### config.mk
export PLATFORM = sky130hd
export DESIGN_NAME = trajectory_gap_interpolator_core_flat
export DESIGN_NICKNAME = d
export VERILOG_FILES = /design/src/sv/tgi_pkg.sv /design/src/sv/tgi_if.sv /design/src/sv/trajectory_gap_interpolator_core.sv /design/src/flat_wrapper.sv
export VERILOG_INCLUDE_DIRS = /design/src /design/src/sv
export SDC_FILE = /design/constraint.sdc
export NUM_CORES = 2
export LEC_CHECK = 0
export BUFFER_PORTS_ARGS = -buffer_cell sky130_fd_sc_hd__buf_2
export CORE_MARGIN = 2
export CORE_UTILIZATION = 57
export CTS_CLUSTER_DIAMETER = 150
export DETAILED_ROUTE_END_ITERATION = 16
export PLACE_DENSITY = 0.76
export SYNTH_ARGS = -nofsm -noshare
export SYNTH_HDL_FRONTEND = slang
export SYNTH_SLANG_ARGS = --single-unit
### constraint.sdc
create_clock -name clk -period 15.6 [get_ports clk]
set_input_delay 3.12 -clock clk [delete_from_list [all_inputs] [get_ports clk]]
set_output_delay 3.12 -clock clk [all_outputs]
set_load 0.01 [all_outputs]
### src/sv/trajectory_gap_interpolator_core_macros.svh
// Assertion macros for the trajectory gap interpolator.
`ifndef TRAJECTORY_GAP_INTERPOLATOR_CORE_MACROS_SVH
`define TRAJECTORY_GAP_INTERPOLATOR_CORE_MACROS_SVH
`ifndef SYNTHESIS
`define TGI_ASSERT_ALWAYS(label, cond, msg) \
	label: assert property (@(posedge clk) disable iff (!arst_n) (cond)) else $error(msg);
`define TGI_ASSERT_IMPL(label, ante, cons, msg) \
	label: assert property (@(posedge clk) disable iff (!arst_n) (ante) |-> (cons)) \
		else $error(msg);
`define TGI_ASSERT_NEXT(label, ante, cons, msg) \
	label: assert property (@(posedge clk) disable iff (!arst_n) (ante) |=> (cons)) \
		else $error(msg);
`else
`define TGI_ASSERT_ALWAYS(label, cond, msg)
`define TGI_ASSERT_IMPL(label, ante, cons, msg)
`define TGI_ASSERT_NEXT(label, ante, cons, msg)
`endif
`endif

### src/sv/tgi_pkg.sv
// Types and constants shared by the trajectory gap interpolator files.
`default_nettype none
package tgi_pkg;
	localparam int GAP_DEPTH = 32;
	localparam int GAP_AW = (GAP_DEPTH > 1) ? $clog2(GAP_DEPTH) : 1;
	localparam int FILL_W = $clog2(GAP_DEPTH + 1);

	localparam logic [1:0] KIND_MEASURED = 2'd0;
	localparam logic [1:0] KIND_INTERP = 2'd1;
	localparam logic [1:0] KIND_UNFILLED = 2'd2;

	typedef struct packed {
		logic [31:0] sample_time;
		logic present;
		logic signed [31:0] pos_x;
		logic signed [31:0] pos_y;
		logic signed [31:0] pos_z;
		logic [7:0] phase_tag;
		logic end_of_track;
	} sample_t;

	typedef struct packed {
		logic [31:0] out_time;
		logic signed [31:0] out_x;
		logic signed [31:0] out_y;
		logic signed [31:0] out_z;
		logic [7:0] out_phase;
		logic [1:0] out_kind;
		logic out_last;
	} result_t;

	typedef struct packed {
		logic [31:0] gtime;
		logic [7:0] phase;
	} gap_entry_t;
endpackage
`default_nettype wire

### src/sv/tgi_if.sv
// Valid/ready channel interfaces for samples and results.
`default_nettype none
interface tgi_sample_if;
	import tgi_pkg::*;
	logic valid;
	logic ready;
	sample_t data;
	modport source (output valid, output data, input ready);
	modport sink (input valid, input data, output ready);
endinterface

interface tgi_result_if;
	import tgi_pkg::*;
	logic valid;
	logic ready;
	result_t data;
	modport source (output valid, output data, input ready);
	modport sink (input valid, input data, output ready);
endinterface
`default_nettype wire

### src/sv/trajectory_gap_interpolator_core.sv
// Trajectory gap interpolator: buffers missing samples and fills them linearly.
// A missing sample behind a known knot, not at end of track and with room in the
// gap memory, is written there and gives no word. Any other sample starts a pass
// over the buffered entries: each entry is read from the memory (READ, LOAD) and
// emitted; a filled entry also runs a shift-add multiply, a rounding add and a
// restoring divide, all three axes in parallel. The pass ends with the word
// of the sample itself.
// The block takes a new sample only when its pass is over; one output
// register lets it go on while the last word waits. No clearing pass:
// entries are read only below the fill count.
`default_nettype none
`include "trajectory_gap_interpolator_core_macros.svh"
module trajectory_gap_interpolator_core (
	input wire logic clk,
	input wire logic arst_n,
	tgi_sample_if.sink sample_ch,
	tgi_result_if.source result_ch
);
	import tgi_pkg::*;

	localparam logic [2:0] ST_IDLE = 3'd0;
	localparam logic [2:0] ST_READ = 3'd1;
	localparam logic [2:0] ST_LOAD = 3'd2;
	localparam logic [2:0] ST_MUL = 3'd3;
	localparam logic [2:0] ST_RND = 3'd4;
	localparam logic [2:0] ST_DIV = 3'd5;
	localparam logic [2:0] ST_EMIT = 3'd6;
	localparam logic [2:0] ST_FINAL = 3'd7;

	logic [2:0] state_q;
	sample_t cur_q;
	logic interp_q;
	logic [FILL_W-1:0] fill_q;
	logic [FILL_W-1:0] idx_q;
	logic [5:0] cnt_q;
	logic [31:0] dt_q;
	logic [31:0] e_q;
	logic [31:0] bt_q;
	logic [7:0] bph_q;

	logic knot_valid_q;
	logic [31:0] knot_time_q;
	logic signed [31:0] knot_pos_q [3];

	logic [32:0] mag_q [3];
	logic neg_q [3];
	logic [65:0] acc_q [3];
	logic [31:0] rem_q [3];
	logic [32:0] shr_q [3];
	logic [32:0] quot_q [3];

	gap_entry_t gap_mem [GAP_DEPTH];
	gap_entry_t rd_q;

	logic out_valid_q;
	result_t out_q;

	logic signed [31:0] in_pos [3];
	logic signed [31:0] fill_pos [3];
	logic take, buffer_it, slot_free;
	logic word_go;
	logic [31:0] e_raw;

	assign in_pos[0] = sample_ch.data.pos_x;
	assign in_pos[1] = sample_ch.data.pos_y;
	assign in_pos[2] = sample_ch.data.pos_z;

	assign sample_ch.ready = (state_q == ST_IDLE);
	assign take = sample_ch.valid && sample_ch.ready;
	assign buffer_it = !sample_ch.data.present && knot_valid_q
		&& !sample_ch.data.end_of_track && (fill_q < FILL_W'(GAP_DEPTH));
	assign slot_free = !out_valid_q || result_ch.ready;
	// load a word into the output register this cycle
	assign word_go = slot_free && (state_q == ST_EMIT || state_q == ST_FINAL);

	assign result_ch.valid = out_valid_q;
	assign result_ch.data = out_q;

	// offset of the buffered sample from the knot, clamped to the segment
	always_comb begin
		e_raw = (rd_q.gtime > knot_time_q) ? (rd_q.gtime - knot_time_q) : 32'd0;
		if (e_raw > dt_q) begin
			e_raw = dt_q;
		end
	end

	// knot plus or minus the rounded quotient, per axis
	always_comb begin
		for (int l = 0; l < 3; l++) begin
			logic [33:0] sum;
			logic [33:0] qx;
			qx = {1'b0, quot_q[l]};
			sum = {{2{knot_pos_q[l][31]}}, knot_pos_q[l]} + (neg_q[l] ? -qx : qx);
			fill_pos[l] = (dt_q == 32'd0) ? knot_pos_q[l] : sum[31:0];
		end
	end

	// gap memory: write on buffering, registered read at the pass index
	always_ff @(posedge clk) begin
		if (take && buffer_it) begin
			gap_mem[fill_q[GAP_AW-1:0]] <= '{gtime: sample_ch.data.sample_time,
				phase: sample_ch.data.phase_tag};
		end
		rd_q <= gap_mem[idx_q[GAP_AW-1:0]];
	end

	// datapath registers: no reset needed
	always_ff @(posedge clk) begin
		if (take) begin
			cur_q <= sample_ch.data;
			interp_q <= sample_ch.data.present && knot_valid_q;
			dt_q <= (sample_ch.data.sample_time > knot_time_q)
				? (sample_ch.data.sample_time - knot_time_q) : 32'd0;
			for (int l = 0; l < 3; l++) begin
				logic [32:0] d;
				d = {in_pos[l][31], in_pos[l]} - {knot_pos_q[l][31], knot_pos_q[l]};
				neg_q[l] <= d[32];
				mag_q[l] <= d[32] ? -d : d;
			end
		end
		unique case (state_q)
			ST_LOAD: begin
				bt_q <= rd_q.gtime;
				bph_q <= rd_q.phase;
				e_q <= e_raw;
				for (int l = 0; l < 3; l++) begin
					acc_q[l] <= '0;
				end
			end
			ST_MUL: begin
				e_q <= {e_q[30:0], 1'b0};
				for (int l = 0; l < 3; l++) begin
					acc_q[l] <= {acc_q[l][64:0], 1'b0}
						+ (e_q[31] ? {33'd0, mag_q[l]} : 66'd0);
				end
			end
			ST_RND: begin
				for (int l = 0; l < 3; l++) begin
					logic [65:0] num;
					num = acc_q[l] + {35'd0, dt_q[31:1]};
					rem_q[l] <= num[64:33];
					shr_q[l] <= num[32:0];
					quot_q[l] <= '0;
				end
			end
			ST_DIV: begin
				for (int l = 0; l < 3; l++) begin
					logic [32:0] rs;
					logic [32:0] df;
					logic ge;
					rs = {rem_q[l], shr_q[l][32]};
					ge = (rs >= {1'b0, dt_q});
					df = rs - {1'b0, dt_q};
					rem_q[l] <= ge ? df[31:0] : rs[31:0];
					quot_q[l] <= {quot_q[l][31:0], ge};
					shr_q[l] <= {shr_q[l][31:0], 1'b0};
				end
			end
			default: begin
			end
		endcase
		if (slot_free && state_q == ST_EMIT) begin
			out_q.out_time <= bt_q;
			out_q.out_phase <= bph_q;
			out_q.out_kind <= interp_q ? KIND_INTERP : KIND_UNFILLED;
			out_q.out_x <= interp_q ? fill_pos[0] : 32'sd0;
			out_q.out_y <= interp_q ? fill_pos[1] : 32'sd0;
			out_q.out_z <= interp_q ? fill_pos[2] : 32'sd0;
			out_q.out_last <= 1'b0;
		end else if (slot_free && state_q == ST_FINAL) begin
			out_q.out_time <= cur_q.sample_time;
			out_q.out_phase <= cur_q.phase_tag;
			out_q.out_kind <= cur_q.present ? KIND_MEASURED : KIND_UNFILLED;
			out_q.out_x <= cur_q.present ? cur_q.pos_x : 32'sd0;
			out_q.out_y <= cur_q.present ? cur_q.pos_y : 32'sd0;
			out_q.out_z <= cur_q.present ? cur_q.pos_z : 32'sd0;
			out_q.out_last <= 1'b1;
		end
	end

	// control: sequencer, counters, knot and output valid
	always_ff @(posedge clk or negedge arst_n) begin
		if (!arst_n) begin
			state_q <= ST_IDLE;
			fill_q <= '0;
			idx_q <= '0;
			cnt_q <= '0;
			knot_valid_q <= 1'b0;
			knot_time_q <= '0;
			for (int l = 0; l < 3; l++) begin
				knot_pos_q[l] <= '0;
			end
			out_valid_q <= 1'b0;
		end else begin
			// hold the word until taken, then load the next one or drop valid
			if (word_go) begin
				out_valid_q <= 1'b1;
			end else if (result_ch.ready) begin
				out_valid_q <= 1'b0;
			end
			unique case (state_q)
				ST_IDLE: begin
					if (take) begin
						idx_q <= '0;
						if (buffer_it) begin
							fill_q <= fill_q + 1'b1;
						end else begin
							state_q <= (fill_q != '0) ? ST_READ : ST_FINAL;
						end
					end
				end
				ST_READ: begin
					state_q <= ST_LOAD;
				end
				ST_LOAD: begin
					cnt_q <= '0;
					state_q <= (interp_q && dt_q != 32'd0) ? ST_MUL : ST_EMIT;
				end
				ST_MUL: begin
					cnt_q <= cnt_q + 1'b1;
					if (cnt_q == 6'd31) begin
						state_q <= ST_RND;
					end
				end
				ST_RND: begin
					cnt_q <= '0;
					state_q <= ST_DIV;
				end
				ST_DIV: begin
					cnt_q <= cnt_q + 1'b1;
					if (cnt_q == 6'd32) begin
						state_q <= ST_EMIT;
					end
				end
				ST_EMIT: begin
					if (slot_free) begin
						idx_q <= idx_q + 1'b1;
						state_q <= (idx_q + 1'b1 == fill_q) ? ST_FINAL : ST_READ;
					end
				end
				ST_FINAL: begin
					if (slot_free) begin
						fill_q <= '0;
						state_q <= ST_IDLE;
						if (cur_q.present) begin
							knot_valid_q <= !cur_q.end_of_track;
							knot_time_q <= cur_q.sample_time;
							knot_pos_q[0] <= cur_q.pos_x;
							knot_pos_q[1] <= cur_q.pos_y;
							knot_pos_q[2] <= cur_q.pos_z;
						end else begin
							knot_valid_q <= 1'b0;
						end
					end
				end
				default: begin
					state_q <= ST_IDLE;
				end
			endcase
		end
	end

	`TGI_ASSERT_ALWAYS(a_fill_range, fill_q <= FILL_W'(GAP_DEPTH), "gap fill above depth")
	`TGI_ASSERT_IMPL(a_no_orphan_gap, !knot_valid_q && state_q == ST_IDLE, fill_q == '0, "gap without knot")
	`TGI_ASSERT_NEXT(a_buffer_step, take && buffer_it, fill_q == $past(fill_q) + 1'b1, "gap not counted")
	`TGI_ASSERT_IMPL(a_quot_x, state_q == ST_EMIT && interp_q && dt_q != 32'd0, quot_q[0] <= mag_q[0], "x step beyond segment")
	`TGI_ASSERT_IMPL(a_quot_y, state_q == ST_EMIT && interp_q && dt_q != 32'd0, quot_q[1] <= mag_q[1], "y step beyond segment")
endmodule
`default_nettype wire
### src/flat_wrapper.sv
// flat-port wrapper written by rule: the top's interface ports become plain ports
module trajectory_gap_interpolator_core_flat import tgi_pkg::*;
  (clk, arst_n, sample_ch_valid, sample_ch_data, sample_ch_ready, result_ch_valid, result_ch_data, result_ch_ready);
  tgi_sample_if sample_ch_i ();
  tgi_result_if result_ch_i ();
  input wire logic clk;
  input wire logic arst_n;
  input wire logic [$bits(sample_ch_i.valid)-1:0] sample_ch_valid;
  input wire logic [$bits(sample_ch_i.data)-1:0] sample_ch_data;
  output wire logic [$bits(sample_ch_i.ready)-1:0] sample_ch_ready;
  output wire logic [$bits(result_ch_i.valid)-1:0] result_ch_valid;
  output wire logic [$bits(result_ch_i.data)-1:0] result_ch_data;
  input wire logic [$bits(result_ch_i.ready)-1:0] result_ch_ready;
  assign sample_ch_i.valid = sample_ch_valid;
  assign sample_ch_i.data = sample_ch_data;
  assign sample_ch_ready = sample_ch_i.ready;
  assign result_ch_valid = result_ch_i.valid;
  assign result_ch_data = result_ch_i.data;
  assign result_ch_i.ready = result_ch_ready;
  trajectory_gap_interpolator_core u_core (.clk(clk), .arst_n(arst_n), .sample_ch(sample_ch_i), .result_ch(result_ch_i));
endmodule
==> results by group <==
Status
  – Status: completed

Finish
  – Nets: 11200
  – Final Core Density: 0.634
  – Most common cell after layout, fill and taps aside: edfxtp_1
  – Area Overhead vs Synth: 10.7%
  – Most frequent cells in the layout: edfxtp_1, nor2_1, nand2_1, o21ai_0, a21oi_1
  – Layout cells sized above 1: 0.130
  – Fillers: 16400

Synth
  – Simple-Gate Fraction of Synth Area: 0.108
  – Syn Std Cell Area: 128000 um^2
  – Syn_area_per_cell: 12.6 um^2
  – Yosys warning total: 0
  – Synth Area in XOR/XNOR: 0.0492
  – Seq/Total Area, Yosys: 0.562
  – Main combinational cell family by area after synthesis: compound AO/OA/AOI/OAI gates
  – EDFF count, synth: 2249
  – Asr flop ratio synth: 0.0619
  – Mapped Cells: 10200
  – Synth Area in Adders: 0.0595
  – Synth Area in Compound Gates: 0.115
  – Main synth FF type: edfxtp_1
  – Synth Net Count: 11000
  – Mux share of post-synthesis cell area: 0.0845
  – Flops & latches, synth: 2441
  – Cell variety after synth: 109

Timing
  – Setup-failing EPs final: 0
  – Fin Clk Skew: 0.132 ns
  – Hold WS: 0.405 ns
  – Unrepaired setup endpoints after global routing: false
  – Crit path time final: 6.90 ns
  – Slew Viols, Final: 0
  – Setup TNS: 0 ns
  – Fmax: 145 MHz
  – Headroom to the max-slew limit: 0.0860
  – Slew @ Worst Pin: 1.37 ns
  – Final hold vios: 0
  – Tcrit/Tclk final: 0.442

Detailed routing
  – Post-route ant nets: 0
  – DRT iter0 DRCs: 10500
  – Drt drc: 0
  – WL/cell: 27.5 um
  – DRT Pass-1 Iters: 8
  – Routed WL: 377000 um
  – Total number of vias: 90200
  – Vias per inst: 6.59

CTS
  – Skew-Pair Late Insertion Delay: 0.98 ns
  – Post CTS Setup Buffer Count: 0
  – H-tree depth: 5
  – Clock sinks: 2441
  – Root Driver: clkbuf_16
  – Hold-fix buffers, CTS: 0
  – Num CTS Buffers: 279
  – Clk pin slew, worst setup/hold paths: 0.06 ns
  – Clock Tree Buf Depth: 4
  – Resize count post-CTS: 0
  – CTS tree: yes

Setup path
  – Worst Path Arrival: 7.49 ns
  – Critical path launch point type: flip-flop
  – Worst Setup End Kind: flip-flop
  – CP Max Fanout: 13
  – Req. time, crit path: 16.19 ns
  – CP Class: flip-flop to flip-flop

Hold path
  – Worst min-delay path class: flip-flop to flip-flop

Power
  – Clock power frac: 0.466
  – Power Internal: 10900 uW
  – Design Power: 13800 uW
  – Seq pwr share: 0.517
  – Sw power: 2840 uW
  – Switching Share: 0.206
  – Comb power frac: 0.017
  – PwrDens: 96.9 nW/um^2
  – Peak VDD IR: 0.131 mV
  – LEAKAGE: 0.0520 uW

Floorplanning
  – I/O Pins: 283
  – Die Footprint: 229000 um^2
  – Core area: 224000 um^2
  – # rows: 174
  – Effective utilization at floorplan: 0.572
  – Die width: 478 um
  – Die height: 478 um

Global route
  – Grt ovf: 0
  – GRT Util Overall: 0.323
  – Largest net degree at the start of global routing: 190
  – Initial antenna violation count: 35
  – First-pass GRT wire length: 557000 um
  – Vias in the first global route: 88100

Place
  – I/O Buffers: 282
  – Final HPWL from detailed placement: 231000 um
  – GPL Wtd Cong: 0.957

Job
  – Max_cap viols: 0
==> state kept, by name, indices dropped and copies added, names as in the netlist, 32 cells and up <==
signal and flops:
u_core.quot_q 96, u_core.rem_q 96, u_core.mag_q 99, u_core.acc_q 195
u_core.knot_time_q 32, u_core.bt_q 32, u_core.e_q 32, u_core.dt_q 32
u_core.result_ch.data 139, u_core.rd_q 40, u_core.knot_pos_q 96, u_core.shr_q 99
u_core.cur_q 138, u_core.gap_mem 1280
==> final cells by class <==
| class | instances | area [um^2] | area share |
|---|---|---|---|
| sequential | 2441 | 72200 | 0.508 |
| multi-input combinational | 7027 | 53800 | 0.378 |
| clock buffer | 363 | 7660 | 0.0539 |
| tap | 2992 | 3740 | 0.0263 |
| timing repair buffer | 402 | 2400 | 0.0169 |
| inverter | 347 | 1310 | 0.00920 |
| clock inverter | 109 | 1020 | 0.00716 |
| antenna | 20 | 50.0 | 0.000352 |
==> worst max-delay path, cell delays in order (launching register included) <==
cell       delay [ns]
edfxtp_1         0.92
inv_1            0.64
fa_1             0.63
nor2b_1          0.16
o31a_1           0.22
o311ai_1         0.15
a21oi_1          0.31
o21ai_1          0.22
o41ai_1          0.61
o2111ai_1        0.31
a21oi_1          1.09
nor2_1           0.40
o31ai_1          0.67
a31oi_1          0.21
==> per-stage QoR <==
stage	area [um^2]	setup slack, ns	instances
3_3_place_gp	133000	8.04	13200
5_1_grt	142000	8.41	13700
2_1_floorplan	128000	0.938	10200
4_1_cts	142000	8.96	13700
6_report	142000	8.70	13700
3_5_place_dp	133000	8.01	13200
==> layer usage <==
metal / vias up / part of all wire / track usage
met4: 20 / 0.056 / 0.168
met3: 1128 / 0.090 / 0.0502
met5: - / 0.00036 / 0
li1: 39600 / - / -
met1: 44500 / 0.37 / 0.416
met2: 4984 / 0.48 / 0.530
==> logic make-up after synthesis <==
group,count (synthesis)
adders and majority gates,600
buffers and inverters,745
AOI/OAI and AO/OA,2330
xor gates and xnor gates,720
muxes,577
and+or+nand+nor,2800
DFF,2441
==> path summary, 6_finish.rpt <==
check                                              from  slack [ns]                            endpoint  cells after the start
setup reg to reg           u_core.dt_q[2]$_SDFFCE_PP0P_        8.70       u_core.rem_q[0][17]$_DFFE_PP_                     13
hold / removal                   u_core.rd_q[4]$_DFF_P_        0.40           u_core.bph_q[4]$_DFFE_PP_                      0
hold reg to reg                  u_core.rd_q[4]$_DFF_P_        0.40           u_core.bph_q[4]$_DFFE_PP_                      0
min in group asynchronous                        arst_n        2.22  u_core.knot_time_q[18]$_DFFE_PN0P_                      1
max in group asynchronous                        arst_n       11.29   u_core.knot_pos_q[57]$_DFFE_PN0P_                      3
setup / recovery           u_core.dt_q[2]$_SDFFCE_PP0P_        8.70       u_core.rem_q[0][17]$_DFFE_PP_                     13
==> power groups by stage <==
stage / sequential, uW / clock [uW] / combinational, uW
after floorplan: 7250 / 0 / 110
after global placement: 7250 / 0 / 223
after detailed placement: 7250 / 0 / 232
after CTS: 7110 / 6460 / 236
after global routing: 7110 / 6670 / 261
final: 7110 / 6410 / 239
==> cell usage after synthesis, types with 41 or more instances <==
| library cell | count | share of area |
|---|---|---|
| dfrtp_1 | 151 | 0.029 |
| xor2_1 | 297 | 0.020 |
| mux4_2 | 400 | 0.070 |
| nand2_1 | 680 | 0.020 |
| clkbuf_1 | 334 | 0.0098 |
| or3_1 | 97 | 0.0047 |
| nor3_1 | 185 | 0.0072 |
| dfxtp_1 | 41 | 0.0064 |
| nor2b_1 | 96 | 0.0047 |
| and3_1 | 108 | 0.0053 |
| xnor2_1 | 422 | 0.029 |
| nor4_1 | 48 | 0.0023 |
| a211oi_1 | 113 | 0.0066 |
| mux2i_1 | 127 | 0.0099 |
| inv_1 | 346 | 0.010 |
| o21bai_1 | 66 | 0.0039 |
| or4_1 | 50 | 0.0029 |
| edfxtp_1 | 2249 | 0.53 |
| nand2b_1 | 121 | 0.0059 |
| a21o_1 | 264 | 0.015 |
| nand4_1 | 93 | 0.0045 |
| o21ai_0 | 628 | 0.024 |
| o21a_1 | 91 | 0.0053 |
| buf_1 | 51 | 0.0015 |
| o211ai_1 | 81 | 0.0047 |
| nand3_1 | 186 | 0.0073 |
| nor2_1 | 748 | 0.022 |
| o31ai_1 | 76 | 0.0044 |
| a21oi_1 | 619 | 0.024 |
| mux2_2 | 50 | 0.0044 |
| ha_1 | 583 | 0.057 |
| a31oi_1 | 73 | 0.0036 |
| and2_1 | 237 | 0.012 |
(Power assumes the default switching activity.)
